<file path="config.mk">
export PLATFORM = sky130hd
export DESIGN_NAME = spi_interp
export DESIGN_NICKNAME = d
export VERILOG_FILES = /design/src/hdl/spi_pkg.sv /design/src/hdl/spi_interp.sv
export SDC_FILE = /design/constraint.sdc
export NUM_CORES = 1
export LEC_CHECK = 0
export ABC_AREA = 0
export BUFFER_PORTS_ARGS = -buffer_cell sky130_fd_sc_hd__buf_2
export CAP_MARGIN = 20
export CORE_MARGIN = 2
export CORE_UTILIZATION = 45
export CTS_CLUSTER_SIZE = 24
export DETAILED_ROUTE_END_ITERATION = 7
export GPL_TIMING_DRIVEN = 0
export PLACE_DENSITY = 0.73
export SLEW_MARGIN = 15
export SYNTH_ARGS = -nofsm -noshare
export SYNTH_HDL_FRONTEND = slang
export SYNTH_SLANG_ARGS = --single-unit
</file>
<file path="constraint.sdc">
create_clock -name clk -period 8.7 [get_ports clk]
set_clock_uncertainty 0.2 [all_clocks]
set_input_delay 0.87 -clock clk [delete_from_list [all_inputs] [get_ports clk]]
set_output_delay 0.87 -clock clk [all_outputs]
set_load 0.03 [all_outputs]
</file>
<file path="src/hdl/spi_pkg.sv">
// Shared types and constants for the sample playback interpolator.
// No dependencies; imported by every module of the block.
package spi_pkg;

	localparam int SAMPLE_W   = 16;
	localparam int SPEED_W    = 20;
	localparam int COUNT_W    = 17;
	localparam int INDEX_W    = 16;
	localparam int WADDR_W    = 16;
	localparam int ACTION_W   = 3;
	localparam int CFG_IDX_W  = 2;
	localparam int CFG_DATA_W = 20;

	// 1.0 samples per tick in Q3.16
	localparam logic [SPEED_W-1:0] SPEED_RESET = 20'h10000;

	typedef enum logic [ACTION_W-1:0] {
		ACT_WRITE  = 3'd0,
		ACT_START  = 3'd1,
		ACT_STOP   = 3'd2,
		ACT_PAUSE  = 3'd3,
		ACT_RESUME = 3'd4,
		ACT_TICK   = 3'd5
	} action_t;

	typedef enum logic [CFG_IDX_W-1:0] {
		REG_SPEED = 2'd0,
		REG_COUNT = 2'd1,
		REG_LOOP  = 2'd2
	} cfg_reg_t;

	// status carried alongside each word down the pipeline
	typedef struct packed {
		logic               live;
		logic               playing;
		logic               paused;
		logic [INDEX_W-1:0] index;
	} status_t;

endpackage

</file>
<file path="src/hdl/spi_interp.sv">
// Interpolation datapath: neighbour select, difference, multiply, round, and the
// output register with its stall control. Depends on spi_pkg.
module spi_interp #(
	parameter int FRAC_BITS = 16
) (
	input  logic                          clk,
	input  logic                          arst_n,
	input  logic                          v_s1,
	input  spi_pkg::status_t              st_s1,
	input  logic [FRAC_BITS-1:0]          frac_s1,
	input  logic                          lsb_s1,
	input  logic                          clamp_s1,
	input  logic [spi_pkg::SAMPLE_W-1:0]  rd_even_s1,
	input  logic [spi_pkg::SAMPLE_W-1:0]  rd_odd_s1,
	input  logic                          out_stall,
	output logic                          adv,
	output logic                          out_valid,
	output logic [spi_pkg::SAMPLE_W-1:0]  sample_out,
	output logic                          is_playing,
	output logic                          is_paused,
	output logic [spi_pkg::INDEX_W-1:0]   play_index
);
	import spi_pkg::*;

	localparam int DW  = SAMPLE_W + 1;
	localparam int ACW = SAMPLE_W + FRAC_BITS + 2;
	localparam logic [ACW-1:0] HALF = ACW'(1) << (FRAC_BITS - 1);

	logic [SAMPLE_W-1:0]      a_s1, b_s1;
	logic signed [DW-1:0]     diff_s1;

	logic                     v_s2, v_s3, out_valid_q;
	status_t                  st_s2, st_s3, st_q;
	logic [SAMPLE_W-1:0]      a_s2, a_s3;
	logic signed [DW-1:0]     diff_s2;
	logic [FRAC_BITS-1:0]     frac_s2;
	logic signed [ACW-1:0]    prod_s3;
	logic [ACW-1:0]           acc;
	logic [SAMPLE_W-1:0]      sample_n, sample_q;

	assign adv = !(out_valid_q && out_stall);

	// a = sample at i, b = sample at i+1 (or i again at the last sample)
	assign a_s1    = lsb_s1 ? rd_odd_s1 : rd_even_s1;
	assign b_s1    = clamp_s1 ? a_s1 : (lsb_s1 ? rd_even_s1 : rd_odd_s1);
	assign diff_s1 = $signed({b_s1[SAMPLE_W-1], b_s1}) - $signed({a_s1[SAMPLE_W-1], a_s1});

	// a*(1-f) + b*f == a + (b-a)*f, rounded half up
	assign acc = {{2{a_s3[SAMPLE_W-1]}}, a_s3, {FRAC_BITS{1'b0}}} + ACW'(prod_s3) + HALF;
	assign sample_n = st_s3.live ? acc[FRAC_BITS +: SAMPLE_W] : '0;

	always_ff @(posedge clk or negedge arst_n) begin
		if (!arst_n) begin
			v_s2        <= 1'b0;
			v_s3        <= 1'b0;
			out_valid_q <= 1'b0;
		end else if (adv) begin
			v_s2        <= v_s1;
			v_s3        <= v_s2;
			out_valid_q <= v_s3;
		end
	end

	always_ff @(posedge clk) begin
		if (adv) begin
			st_s2    <= st_s1;
			a_s2     <= a_s1;
			diff_s2  <= diff_s1;
			frac_s2  <= frac_s1;
			st_s3    <= st_s2;
			a_s3     <= a_s2;
			prod_s3  <= diff_s2 * $signed({1'b0, frac_s2});
			st_q     <= st_s3;
			sample_q <= sample_n;
		end
	end

	assign out_valid  = out_valid_q;
	assign sample_out = sample_q;
	assign is_playing = st_q.playing;
	assign is_paused  = st_q.paused;
	assign play_index = st_q.index;

endmodule
</file>
* Word-level counts from Yosys, hierarchy flattened
Cells that the tools add are included.
** Storage, ports and cells
- Flip-flop bits (word level) :: 172
- Output and inout bits :: 36
** Cells by class
- Add/sub/neg operators :: 3
- Multipliers :: 1
- Muxes and demuxes :: 3
- Reductions and logical operators :: 2
** Operators with widths (count)
- $mux 16 :: 3
- $add 32x16->32 const B :: 1
- $add 32x32->32 :: 1
- $mul 17x17->32 :: 1
- $sub 16x16->17 :: 1
- $logic_and 1x1->1 :: 1
- $logic_not 1->1 :: 1

* Logic depth before layout (Yosys ltp)
- Word-level depth :: 3
- Gate-level depth with buffers :: 24

* Worst setup path before layout
No wires, ideal clock.
- Path kind :: reg-to-reg
- Start :: reg diff_s2[16]
- End :: reg prod_s3[31] (data pin)
- Setup time :: 0.261 ns
- Arrival :: 5.806 ns
- Data required time :: 8.239 ns
- Setup slack :: 2.433 ns
- Cell stages (with the launch flop) :: 23
- Buffers on the path :: 1
- Clock period less this slack :: 6.267 ns
- Path through :: edfxtp_1 clkbuf_1 nand2_1 inv_1 fa_1 inv_1 fa_1 inv_1 fa_1 fa_1 fa_1 inv_1 fa_1 inv_1 ha_1 a21o_1 a21oi_1 inv_1 a21oi_1 a21oi_2 or3_1 a21oi_2 xor2_1
** On the way
- Cells in the longest elaborated chain, start to end :: 1
** RTL lines
- start, declared :: RTL line spi_interp.sv:35 : logic signed [DW-1:0] diff_s2;
- start signal, assigned :: RTL line spi_interp.sv:68 : diff_s2 <= diff_s1;
- $mul 17x17->32 :: RTL line spi_interp.sv:72 : prod_s3 <= diff_s2 * $signed({1'b0, frac_s2});
- end signal, assigned :: RTL line spi_interp.sv:72
- end, declared :: RTL line spi_interp.sv:37 : logic signed [ACW-1:0] prod_s3;
Every way passes these cells.
A chain may end at the register's enable or synchronous reset.

* Worst setup path in the final report
- Start :: reg frac_s2[8]
- End :: reg prod_s3[31] (data pin)
** On the way
- Cells in the longest elaborated chain, start to end :: 1
** RTL lines
- start, declared :: RTL line spi_interp.sv:36 : logic [FRAC_BITS-1:0] frac_s2;
- start signal, assigned :: RTL line spi_interp.sv:69 : frac_s2 <= frac_s1;
- $mul 17x17->32 :: RTL line spi_interp.sv:72
Every way passes these cells.

==> qor.yml <==
min_period_ns: 7.30
clock_sinks: 157
synth-seq-area-share_pct: 28.8
final_cell_mix: "inv_1, fa_1, nand2_1"
cts-buffers-inserted: 17
setup_viol: 0
crit_fanout: 10
place_congestion: 0.909
start_util_pct: 45.7
cp-end-kind: "register"
syn_area_per_cell_um2: 10.9
drc: 0
ant_nets: 0
fp.dieH_um: 194
ioPinCount: 109
drtIter0Drc: 637
async_flop_share_pct: 1.91
syn_inst: 1492
setup_tns_ns: 0
cap_violations: 0
crit_path_start_kind: "register"
synth_fp_nets: 1943
synth_area_um2: 16300
min_path_type: "input port to asynchronous set/reset pin"
final_common_cell: "inv_1"
worstReg2RegStart: "frac_s2[8]"
cts-root-buf: "clkbuf_16"
grt_max_degree: 52
worst_pin_slew_ns: 0.890
antenna_found_initial: 5
num_rows: 69
cts_tree: "done"
ys_ff_latch: 157
rsz0062_at_grt: "false"
drive_gt1_share_pct: 10.8
grtUsageTotal_pct: 20.7
synth_edf_count: 154
period_share_pct: 83.9
finalHoldViolations: 0
wl_per_cell_um: 17.5
ys.flop_type: "edfxtp_1"
postCtsSetupBuffers: 0
dieArea_um2: 37800
yosysWarnings: 0
cts_resized: 0
max_slew_margin_pct: 40.7
grt_overflow: 0
vias: 10700
routed_wl_mm: 36.7
stdcell_area_um2: 18100
critPathKind: "register to register"
critPathRequiredTime_ns: 8.69
grt_pass1_wl_mm: 60.5
nNetsFinal: 2072
worstPathArrival_ns: 7.29
syn_to_final_growth_pct: 11.1
grt_pass1_vias: 11800
portBuffers: 107
hold_buffers: 0
clk_pin_slew_ns: 0.08
cts_max_level: 4
synth_cell_types: 58
placed_area_um2: 17500
vias_per_cell: 5.10
cts_buffer_depth: 2
finalMaxSlewViolations: 0
clk_latency_ns: 0.45
die_w_um: 194
status: "finished, final reports clean"
core-area_um2: 35700
cp-startpoint: "frac_s2[8]"
hpwl_mm: 29.2
whs_ns: 0.00935
first_pass_iters: 5
max_freq_mhz: 137
==> metrics by stage <==
stage | std cells | setup slack (ns) | util [%]
3_5_place_dp | 2063 | 1.37 | 49.1
3_3_place_gp | 2060 | 1.33 | 48.9
6_report | 2100 | 1.40 | 50.8
5_1_grt | 2100 | 1.11 | 50.8
2_1_floorplan | 1492 | 2.43 | -
4_1_cts | 2095 | 1.32 | 50.8
==> metal layers <==
| metal | vias up | wire length [µm] | track usage (%) |
|---|---|---|---|
| met5 | - | 0 | 0 |
| met4 | 0 | 1350 | 8.55 |
| met3 | 101 | 1840 | 3.12 |
| met2 | 336 | 19200 | 36.9 |
| met1 | 5398 | 14300 | 25.2 |
| li1 | 4884 | - | - |
==> sequential cells by signal, summed over array words and instances (netlist names) <==
| register | flops |
|---|---|
| prod_s3 | 17 |
| a_s3 | 16 |
| a_s2 | 16 |
| v_s2 | 1 |
| is_playing | 1 |
| st_s2 | 19 |
| frac_s2 | 16 |
| is_paused | 1 |
| sample_out | 16 |
| out_valid | 1 |
| st_s3 | 19 |
| diff_s2 | 17 |
| v_s3 | 1 |
| play_index | 16 |
==> final timing paths <==
path,end,slack [ns],cells after the start
max reg2reg,prod_s3[31],1.40,24
min reg2reg,a_s3[11],0.21,0
min,v_s2,0.009,1
max in group asynchronous,out_valid,8.18,1
min in group clk,a_s3[11],0.21,0
max,prod_s3[31],1.40,24
==> kinds of logic after synthesis <==
kind of cell	synth area share, %
XOR/XNOR	2.63
AO/OA/AOI/OAI	4.02
adder cells (fa/ha/maj)	41.3
flip-flops	28.8
AND/OR/NAND/NOR	11.9
multiplexers	2.22
buffers and inverters	9.16
==> worst max-delay path: stages, from the launching register on <==
cell and delay [ns]:
edfxtp_1 0.33, clkbuf_1 0.46, clkbuf_1 0.46, nand2_1 0.15
fa_1 0.57, inv_1 0.06, fa_1 0.38, inv_1 0.07
fa_1 0.40, inv_1 0.09, fa_1 0.41, fa_1 0.49
inv_1 0.04, fa_1 0.47, inv_1 0.05, ha_1 0.19
nor3_1 0.18, o21ai_0 0.12, a211oi_1 0.64, o31ai_2 0.24
o211ai_2 0.32, a21oi_2 0.11, or3_1 0.39, a21oi_2 0.16
xor2_1 0.07
==> layout make-up <==
type	instances	area, µm²
diodes	5	12.5
plain buffers	40	150
clock buffers	17	425
clock inverters	15	188
fillers	3126	17500
inverters	358	1340
multi-input cells	937	10100
flip-flops and latches	157	4700
well taps	461	577
repair buffers	110	603
==> cells in the mapped netlist, types with 2 or more instances <==
master     number  area share (%)
or3_1          10            0.38
nand2b_1        5            0.19
a41oi_2         2            0.20
a21o_1         10            0.46
inv_1         357             8.2
nand4b_1        2            0.11
nand4_1         4            0.15
nor3b_1         2           0.092
a21oi_2         2            0.11
mux2i_1        17             1.0
a21boi_0        2           0.092
a31o_2          2            0.11
a21oi_1        22            0.68
xor2_1         16            0.86
o21a_1          4            0.18
nor2_1         29            0.67
nor2b_1         9            0.35
nand3_1        12            0.37
nand2_1       163             3.8
dfrtp_1         3            0.46
and2_1        126             4.8
mux2_2         17             1.2
a31oi_1         2           0.077
clkbuf_1       40            0.92
o21ai_0        11            0.34
a2111oi_0       2            0.11
edfxtp_1      154              28
fa_1          267              33
ha_1          111             8.5
o211ai_2        3            0.23
xnor2_1        33             1.8
and3_1          6            0.23
nor3_1         18            0.55
a211oi_1        4            0.18
o31ai_1         2           0.092
Power is left out: the tool's default activity adds up to more than one toggle a clock period on the data nets, which glitch-free logic cannot reach.
