===== config.mk =====
export PLATFORM = sky130hd
export DESIGN_NAME = spi_ctrl
export DESIGN_NICKNAME = d
export VERILOG_FILES = /design/src/hdl/spi_pkg.sv /design/src/hdl/spi_ctrl.sv
export SDC_FILE = /design/constraint.sdc
export NUM_CORES = 1
export LEC_CHECK = 0
export ABC_AREA = 1
export BUFFER_PORTS_ARGS = -buffer_cell sky130_fd_sc_hd__buf_2
export CORE_ASPECT_RATIO = 0.7
export CORE_MARGIN = 2
export CORE_UTILIZATION = 59
export DETAILED_ROUTE_END_ITERATION = 6
export PLACE_DENSITY = 0.9
export SLEW_MARGIN = 20
export SYNTH_ARGS = -nofsm -noshare
export SYNTH_HDL_FRONTEND = slang
export SYNTH_SLANG_ARGS = --single-unit

===== constraint.sdc =====
create_clock -name clk -period 4.85 [get_ports clk]
set_input_delay 0.485 -clock clk [delete_from_list [all_inputs] [get_ports clk]]
set_output_delay 0.485 -clock clk [all_outputs]
set_load 0.02 [all_outputs]

===== src/hdl/spi_pkg.sv =====
// Shared types and constants for the sample playback interpolator.
// No dependencies; imported by every module of the block.
package spi_pkg;

	localparam int SAMPLE_W   = 16;
	localparam int SPEED_W    = 20;
	localparam int COUNT_W    = 17;
	localparam int INDEX_W    = 16;
	localparam int WADDR_W    = 16;
	localparam int ACTION_W   = 3;
	localparam int CFG_IDX_W  = 2;
	localparam int CFG_DATA_W = 20;

	// 1.0 samples per tick in Q3.16
	localparam logic [SPEED_W-1:0] SPEED_RESET = 20'h10000;

	typedef enum logic [ACTION_W-1:0] {
		ACT_WRITE  = 3'd0,
		ACT_START  = 3'd1,
		ACT_STOP   = 3'd2,
		ACT_PAUSE  = 3'd3,
		ACT_RESUME = 3'd4,
		ACT_TICK   = 3'd5
	} action_t;

	typedef enum logic [CFG_IDX_W-1:0] {
		REG_SPEED = 2'd0,
		REG_COUNT = 2'd1,
		REG_LOOP  = 2'd2
	} cfg_reg_t;

	// status carried alongside each word down the pipeline
	typedef struct packed {
		logic               live;
		logic               playing;
		logic               paused;
		logic [INDEX_W-1:0] index;
	} status_t;

endpackage


===== src/hdl/spi_ctrl.sv =====
// Playback control: config registers, phase accumulator, transport flags and
// sample read address generation. Depends on spi_pkg.
module spi_ctrl #(
	parameter int SAMPLE_DEPTH = 65536,
	parameter int FRAC_BITS    = 16
) (
	input  logic                            clk,
	input  logic                            arst_n,
	input  logic                            cfg_we,
	input  logic [spi_pkg::CFG_IDX_W-1:0]   cfg_index,
	input  logic [spi_pkg::CFG_DATA_W-1:0]  cfg_data,
	input  logic                            in_valid,
	input  logic [spi_pkg::ACTION_W-1:0]    action,
	input  logic [spi_pkg::WADDR_W-1:0]     write_address,
	input  logic [spi_pkg::SAMPLE_W-1:0]    write_sample,
	input  logic                            adv,
	output logic                            mem_we,
	output logic [$clog2(SAMPLE_DEPTH)-1:0] mem_waddr,
	output logic [spi_pkg::SAMPLE_W-1:0]    mem_wdata,
	output logic [((($clog2(SAMPLE_DEPTH)) > 1) ? ($clog2(SAMPLE_DEPTH) - 1) : 1)-1:0]
		even_addr,
	output logic [((($clog2(SAMPLE_DEPTH)) > 1) ? ($clog2(SAMPLE_DEPTH) - 1) : 1)-1:0]
		odd_addr,
	output logic                            v_s1,
	output spi_pkg::status_t                st_s1,
	output logic [FRAC_BITS-1:0]            frac_s1,
	output logic                            lsb_s1,
	output logic                            clamp_s1
);
	import spi_pkg::*;

	localparam int AW  = $clog2(SAMPLE_DEPTH);
	localparam int BAW = (AW > 1) ? AW - 1 : 1;
	localparam int CW  = (COUNT_W > AW + 1) ? COUNT_W : AW + 1;
	localparam int PW  = ((AW + FRAC_BITS > SPEED_W) ? AW + FRAC_BITS : SPEED_W) + 2;
	localparam int IW  = PW - FRAC_BITS;
	localparam int XW  = (IW > CW) ? IW : CW;

	localparam logic [PW-1:0] ONE_F   = PW'(1) << FRAC_BITS;
	localparam logic [CW-1:0] DEPTH_C = CW'(SAMPLE_DEPTH);

	action_t            act;
	logic               accept;

	logic [SPEED_W-1:0] speed_q;
	logic [CW-1:0]      eff_cnt_q;
	logic [CW-1:0]      cnt_m1_q;
	logic               loop_q;
	logic [CW-1:0]      cnt_new;

	logic signed [PW-1:0] phase_q, phase_n;
	logic               playing_q, playing_n;
	logic               paused_q, paused_n;
	logic               live_n;
	logic [INDEX_W-1:0] index_n;

	logic [PW-1:0]      speed_ext;
	logic [PW-1:0]      sum, sum1;
	logic [IW-1:0]      sum_int, sum1_int;
	logic               neg, over, run;
	logic [PW-1:0]      start_phase, low_phase;
	logic [AW-1:0]      idx_rd, idx1_rd;
	logic [AW-1:0]      idx_s1;

	assign act    = action_t'(action);
	assign accept = in_valid && adv;

	// config: count held pre-clamped to the store depth
	assign cnt_new = (CW'(cfg_data[COUNT_W-1:0]) > DEPTH_C) ? DEPTH_C
		: CW'(cfg_data[COUNT_W-1:0]);

	always_ff @(posedge clk or negedge arst_n) begin
		if (!arst_n) begin
			speed_q   <= SPEED_RESET;
			eff_cnt_q <= '0;
			cnt_m1_q  <= '1;
			loop_q    <= 1'b0;
		end else if (cfg_we) begin
			unique case (cfg_reg_t'(cfg_index))
				REG_SPEED: speed_q <= cfg_data[SPEED_W-1:0];
				REG_COUNT: begin
					eff_cnt_q <= cnt_new;
					cnt_m1_q  <= CW'(cnt_new - 1'b1);
				end
				REG_LOOP:  loop_q <= cfg_data[0];
				default: begin
				end
			endcase
		end
	end

	// phase step; sum1 is the step plus one sample, for the second read
	assign speed_ext = {{(PW - SPEED_W){speed_q[SPEED_W-1]}}, speed_q};
	assign sum       = phase_q + speed_ext;
	assign sum1      = phase_q + speed_ext + ONE_F;
	assign sum_int   = sum[PW-1:FRAC_BITS];
	assign sum1_int  = sum1[PW-1:FRAC_BITS];
	assign neg       = sum[PW-1];
	assign over      = !neg && (XW'(sum_int) >= XW'(eff_cnt_q));
	assign run       = playing_q && !paused_q && (eff_cnt_q != '0);

	assign start_phase = PW'({eff_cnt_q, {FRAC_BITS{1'b0}}});
	assign low_phase   = PW'({cnt_m1_q, {FRAC_BITS{1'b0}}});

	always_comb begin
		phase_n   = phase_q;
		playing_n = playing_q;
		paused_n  = paused_q;
		live_n    = 1'b0;
		if (accept) begin
			unique case (act)
				ACT_WRITE: begin
				end
				ACT_START: begin
					phase_n   = (!speed_q[SPEED_W-1] && speed_q != '0) ? '0 : start_phase;
					playing_n = 1'b1;
				end
				ACT_STOP: begin
					phase_n   = '0;
					playing_n = 1'b0;
					paused_n  = 1'b0;
				end
				ACT_PAUSE:  paused_n = 1'b1;
				ACT_RESUME: paused_n = 1'b0;
				ACT_TICK: begin
					if (run) begin
						if (neg || over) begin
							if (!loop_q) begin
								playing_n = 1'b0;
								phase_n   = sum;
							end else begin
								phase_n = neg ? low_phase : '0;
								live_n  = 1'b1;
							end
						end else begin
							phase_n = sum;
							live_n  = 1'b1;
						end
					end
				end
				default: begin
				end
			endcase
		end
	end

	assign index_n = phase_n[PW-1] ? '0 : INDEX_W'(phase_n[PW-1:FRAC_BITS]);

	// read pair: i and i+1; odd bank always at i/2, even bank steps when i is odd
	always_comb begin
		if (neg) begin
			idx_rd  = AW'(cnt_m1_q);
			idx1_rd = AW'(eff_cnt_q);
		end else if (over) begin
			idx_rd  = '0;
			idx1_rd = AW'(1);
		end else begin
			idx_rd  = AW'(sum_int);
			idx1_rd = AW'(sum1_int);
		end
	end

	assign odd_addr  = BAW'(idx_rd >> 1);
	assign even_addr = idx_rd[0] ? BAW'(idx1_rd >> 1) : BAW'(idx_rd >> 1);

	assign mem_we    = accept && act == ACT_WRITE
		&& (32'(write_address) < 32'(SAMPLE_DEPTH));
	assign mem_waddr = AW'(write_address);
	assign mem_wdata = write_sample;

	always_ff @(posedge clk or negedge arst_n) begin
		if (!arst_n) begin
			phase_q   <= '0;
			playing_q <= 1'b0;
			paused_q  <= 1'b0;
			v_s1      <= 1'b0;
		end else begin
			phase_q   <= phase_n;
			playing_q <= playing_n;
			paused_q  <= paused_n;
			if (adv) begin
				v_s1 <= accept;
			end
		end
	end

	always_ff @(posedge clk) begin
		if (adv) begin
			st_s1   <= '{live: live_n, playing: playing_n, paused: paused_n, index: index_n};
			frac_s1 <= phase_n[FRAC_BITS-1:0];
			lsb_s1  <= idx_rd[0];
			idx_s1  <= idx_rd;
		end
	end

	// last sample: the right-hand neighbour is clamped onto it
	assign clamp_s1 = (CW'(idx_s1) == cnt_m1_q);

	a_live_in_range: assert property (@(posedge clk) disable iff (!arst_n)
		accept && act == ACT_TICK && live_n |->
		!phase_n[PW-1] && (XW'(phase_n[PW-1:FRAC_BITS]) < XW'(eff_cnt_q)))
		else $error("played tick left phase outside the sample range");

	a_stop_clears: assert property (@(posedge clk) disable iff (!arst_n)
		accept && act == ACT_STOP |=> !playing_q && !paused_q && phase_q == '0)
		else $error("stop did not clear transport state");

	a_silent_holds: assert property (@(posedge clk) disable iff (!arst_n)
		accept && act == ACT_TICK && !run |=> $stable(phase_q))
		else $error("silent tick moved the phase");

	a_write_only_on_accept: assert property (@(posedge clk) disable iff (!arst_n)
		mem_we |-> accept && act == ACT_WRITE)
		else $error("sample store written without an accepted write word");

endmodule


======== Word level (Yosys, flattened, before mapping) ========
Cells that the tools add are included.
word-level totals
  input port bits ......................... 62
  logic and storage cells ................. 73
  output and inout bits ................... 101
  register bits after elaboration ......... 144
operators by class
  multiplexer cells ....................... 22
  reduce and logical (&&, ||, !) cells .... 21
  magnitude comparators ................... 2
  $add $sub $neg .......................... 3
  equality and inequality tests ........... 9
operators by type and width
  operator                                                               count
  34-bit two-way mux                                                     4
  34-bit one-hot mux with 3 select lines                                 1
  33-bit two-way mux                                                     2
  16-bit two-way mux                                                     4
  34-bit adder                                                           1
  32-bit by 17-bit adder with 32-bit output (second input constant)      1
  20-bit nonzero test                                                    1
  18-bit by 17-bit greater-or-equal comparator with 1-bit output         1
  16-bit by 17-bit == test with 1-bit output                             1
  17-bit > comparator (second input constant)                            1
  17-bit two-way mux                                                     1
  17-bit nonzero test                                                    1
  17-bit by 1-bit subtractor with 17-bit output (second input constant)  1
  15-bit two-way mux                                                     1
  1-bit two-way mux                                                      7
  3-bit by 2-bit == test with 1-bit output (second input constant)       2
  3-bit == test (second input constant)                                  2
  1-bit logical AND                                                      6
  2-bit AND reduction                                                    3
  3-bit AND reduction                                                    2
  3-bit by 1-bit == test with 1-bit output (second input constant)       1
  1-bit zero test                                                        3
  3-bit zero test                                                        1
  1-bit one-hot mux with 3 select lines                                  1
  8 further kinds                                                        8

======== Depth between registers and ports, before layout ========
  depth after elaboration ................. 8
  gate-level depth with buffers ........... 32

======== Least setup slack after synthesis ========
Ideal clock, no wire load.
  path type ............................... register -> output
  start point ............................. register speed_q[19]
  end point ............................... output even_addr[1] in the netlist's numbering
  slack ................................... 704 ps
  arrival ................................. 3661 ps
  cell stages (with the launch flop) ...... 27
  buffers on the path ..................... 2
  cell sequence ........................... dfrtp_1 ha_1 nand2_1 inv_1 nand2_1 nand2_1 a21oi_1 nand3_2 nand2_1 nand3_1 nand2_2 inv_2 ha_1 a21o_1 nor2_1 nand3_1 nand2_1 nand2_1 nand2_1 nand3_1 nand2_1 nand3_4 buf_6 buf_6 nor3b_2 a21oi_1 o21ai_1
RTL lines
  element                 RTL line        RTL
  from (decl)             spi_ctrl.sv:45  logic [SPEED_W-1:0] speed_q;
  from (signal assigned)  spi_ctrl.sv:80  REG_SPEED: speed_q <= cfg_data[SPEED_W-1:0];
  to (decl)               spi_ctrl.sv:21  even_addr,

==> summary.txt <==
Timing
  – Clock skew: 0.00721 ns
  – Final setup viols: 14
  – Slew HR: 29.9%
  – Final Hold Viols: 0
  – Worst setup margin: -0.127 ns
  – Final worst-path cycle share: 103%
  – Setup TNS: -0.872 ns
  – Final Hold Slack: 0.134 ns
  – Min Tclk post-route: 4.98 ns
  – Tightest Pin Transition: 1.05 ns
  – Max Clk Rate: 201 MHz
  – Max Slew Vio Count: 0
  – RSZ-0062 raised after global routing: yes

Place
  – Port Buffers: 98
  – DP Area: 0.0113 sq mm
  – Setup WS pre-CTS: 0.0377 ns
  – Hpwl dp: 26.5 mm
  – Placer congestion estimate: 0.990

Detailed routing
  – DR WL/cell: 20.6 um
  – DRT Pass-1 Iters: 7
  – Initial DRC Count: 2002
  – Drt drc: 11
  – Final wirelength: 39.1 mm
  – Avg Vias per Cell: 6.08
  – Final ANT Viol Nets: 0
  – Via count: 11500

Min path
  – Hold crit path type: input pin to asynchronous set/reset pin

Synthesis
  – EDFF count, synth: 51
  – #FFs+latches synth: 143
  – Mapped Area: 0.0108 sq mm
  – Sequential fraction of the synthesis area: 35.5%
  – Cell variety after synth: 53
  – Largest family of logic cells by synthesized area: simple AND/OR/NAND/NOR gates
  – Synth Instances: 1534
  – Multiplexer share of the synthesized area: 0.727%
  – Post-synthesis compound-gate area fraction: 11.7%
  – Syn_area_per_cell: 7.07 sq um
  – Post-Synth Simple-Gate Area: 29.7%
  – Synth Flop Type: dfrtp_1
  – Adder-Cell Fraction of Synth Area: 6.18%
  – Post-synth ARST share: 64.3%
  – Yosys warns: 0
  – Net count after synthesis: 1649
  – Synth Area in XOR/XNOR: 3.14%

Clock network
  – Root Driver: clkbuf_16
  – H-tree depth reported by CTS: 4
  – CTS tree: done
  – CTS clk-pin slew, worst paths: 0.07 ns
  – Clk_lat worst skew: 0.44 ns
  – TritonCTS Sinks: 143
  – Hold-fix buffers at CTS: 0
  – CTS Buffer Depth: 2
  – CTS Buf Count: 17

GRT
  – Met1 Resource Use GR: 55.1%
  – Met2 usage: 54.1%
  – Global Route Usage Sum: 38.4%
  – Gr busiest metal: met1
  – Antenna violations before repair: 0
  – First-pass GRT wire length: 58.3 mm
  – Largest net degree at the start of global routing: 63
  – Vias in the first global route: 10600
  – Met3 track demand over resource: 13.1%
  – Total global routing overflow: 0

Critical path
  – Critical path origin: speed_q[0]
  – Crit start category: flip-flop
  – WP data arrival: 4.49 ns
  – R2r startpoint: speed_q[0]
  – Worst-path maximum fanout: 7
  – Critical Path RT: 4.37 ns
  – Crit. End Element: primary output
  – Kind of critical path: flip-flop to primary output
  – Worst Reg2Reg Path Length in Cells: 27

Finish
  – Post-route cell area: 0.0134 sq mm
  – Most common cell after layout, fill and taps aside: nand2_1
  – Total Nets Final: 1766
  – Commonest cells after routing, fill and taps aside: 367 x nand2_1, 214 x inv_1, 122 x nor2_1
  – ANT cells: 0
  – Layout cells sized above 1: 27.6%
  – P&R area growth vs syn: 23.8%

Pwr
  – PD cells: 615 mW/mm^2
  – Power, Total: 8260 uW
  – Pleak: 0.00645 uW
  – Maximum vdd drop: 0.572 mV

Die
  – Die H: 117 um
  – Die W: 166 um
  – Initial core utilization: 60.2%
  – Row count: 41
  – Die area: 0.0195 sq mm
  – Core area: 0.0180 sq mm
  – I/O pin total: 163

Status
  – Violated checks: design-rule violations, negative setup slack
  – Outcome: finished, violations left

Job
  – Max-cap violations: 0
routing by layer:
metal / up-vias / wire [um]
met5: - / 0
met4: 0 / 1710
met3: 212 / 6260
met2: 933 / 15900
met1: 5279 / 15200
li1: 5125 / -
through the flow:
step / utilization, % / instances
after global placement: 62.6 / 1806
after global routing: 74.6 / 1900
after detailed placement: 62.6 / 1806
final: 74.6 / 1900
after floorplan: - / 1534
after CTS: 71.0 / 1867
cells by family (layout without fill, tap and decap cells):
group / count (synthesis) / count (layout)
AO/OA/AOI/OAI: 234 / 234
flip-flops: 143 / 143
AND/OR/NAND/NOR: 744 / 744
buffers and inverters: 315 / 445
multiplexers: 7 / 7
XOR/XNOR: 38 / 38
adder cells (fa/ha/maj): 53 / 53
power breakdown:
group / internal, uW / leakage [uW] / switching (uW)
registers: 1550 / 0.00162 / 262
logic: 1930 / 0.00453 / 3140
clock network: 765 / 0.000301 / 612
worst max-delay path, cell delays in order (launching register included):
cell,delay [ns]
dfrtp_1,0.42
ha_4,0.19
fa_2,0.42
nand2_2,0.11
nand2_2,0.08
nand3_2,0.11
nand2_4,0.08
nand2_2,0.07
nand2_2,0.07
nand3b_1,0.16
nand2_2,0.09
buf_4,0.14
nand2_1,0.05
nand3_1,0.09
xor2_1,0.18
buf_4,0.18
inv_1,0.06
ha_1,0.29
nand2_2,0.09
nand3_4,0.17
buf_4,0.20
buf_4,0.18
o21ai_4,0.22
nor2_4,0.07
a31oi_4,0.18
buf_6,0.14
flip-flops by register name (all words and copies together), names as in the netlist:
signal / cells
frac_s1: 16
cnt_m1_q: 17
playing_q: 1
v_s1: 1
eff_cnt_q: 17
loop_q: 1
paused_q: 1
phase_q: 34
speed_q: 20
idx_s1: 16
st_s1: 19
final cells by class:
class | instances | area (sq um)
fillers | 1261 | 4570
clock buffers | 18 | 450
clock inverters | 14 | 153
inverters | 229 | 872
repair buffers | 183 | 1270
flip-flops and latches | 143 | 3870
multi-input cells | 1076 | 6510
well taps | 236 | 295
repair inverters | 1 | 6.26
timing repair:
item,4_1_cts,5_1_grt
gates resized for setup,126,108
endpoints found under the setup margin,27,72
buffers inserted,27,33
cloned,2,1
endpoints found under the hold margin,0,0
pin swaps,25,36
synth_stat cells (all sizes together) (6+ instances only):
cell	count	share of area, %
buf	62	4.2
nor4	15	0.87
xnor2	11	0.89
edfxtp	51	14
mux2	7	0.73
nor2	163	6.4
ha	52	6.0
nor3	7	0.32
a21oi	78	3.8
a31oi	10	0.58
or2	6	0.35
nand3	88	4.3
xor2	27	2.2
clkbuf	24	0.83
nand2	434	16
dfrtp	74	17
inv	225	7.8
dfstp	18	4.4
nand4	24	1.4
o21ai	128	6.0
path summary, 6_finish.rpt:
| check | slack (ns) | end |
|---|---|---|
| max | -0.13 | even_addr[4] |
| min | 0.13 | speed_q[6] |
| max reg2reg | 0.20 | st_s1[4] |
| min reg2reg | 0.50 | cnt_m1_q[11] |
| max in group asynchronous | 3.74 | speed_q[19] |
| min in group clk | 0.28 | speed_q[18] |
No activity file was read; power rests on OpenSTA's default activity.
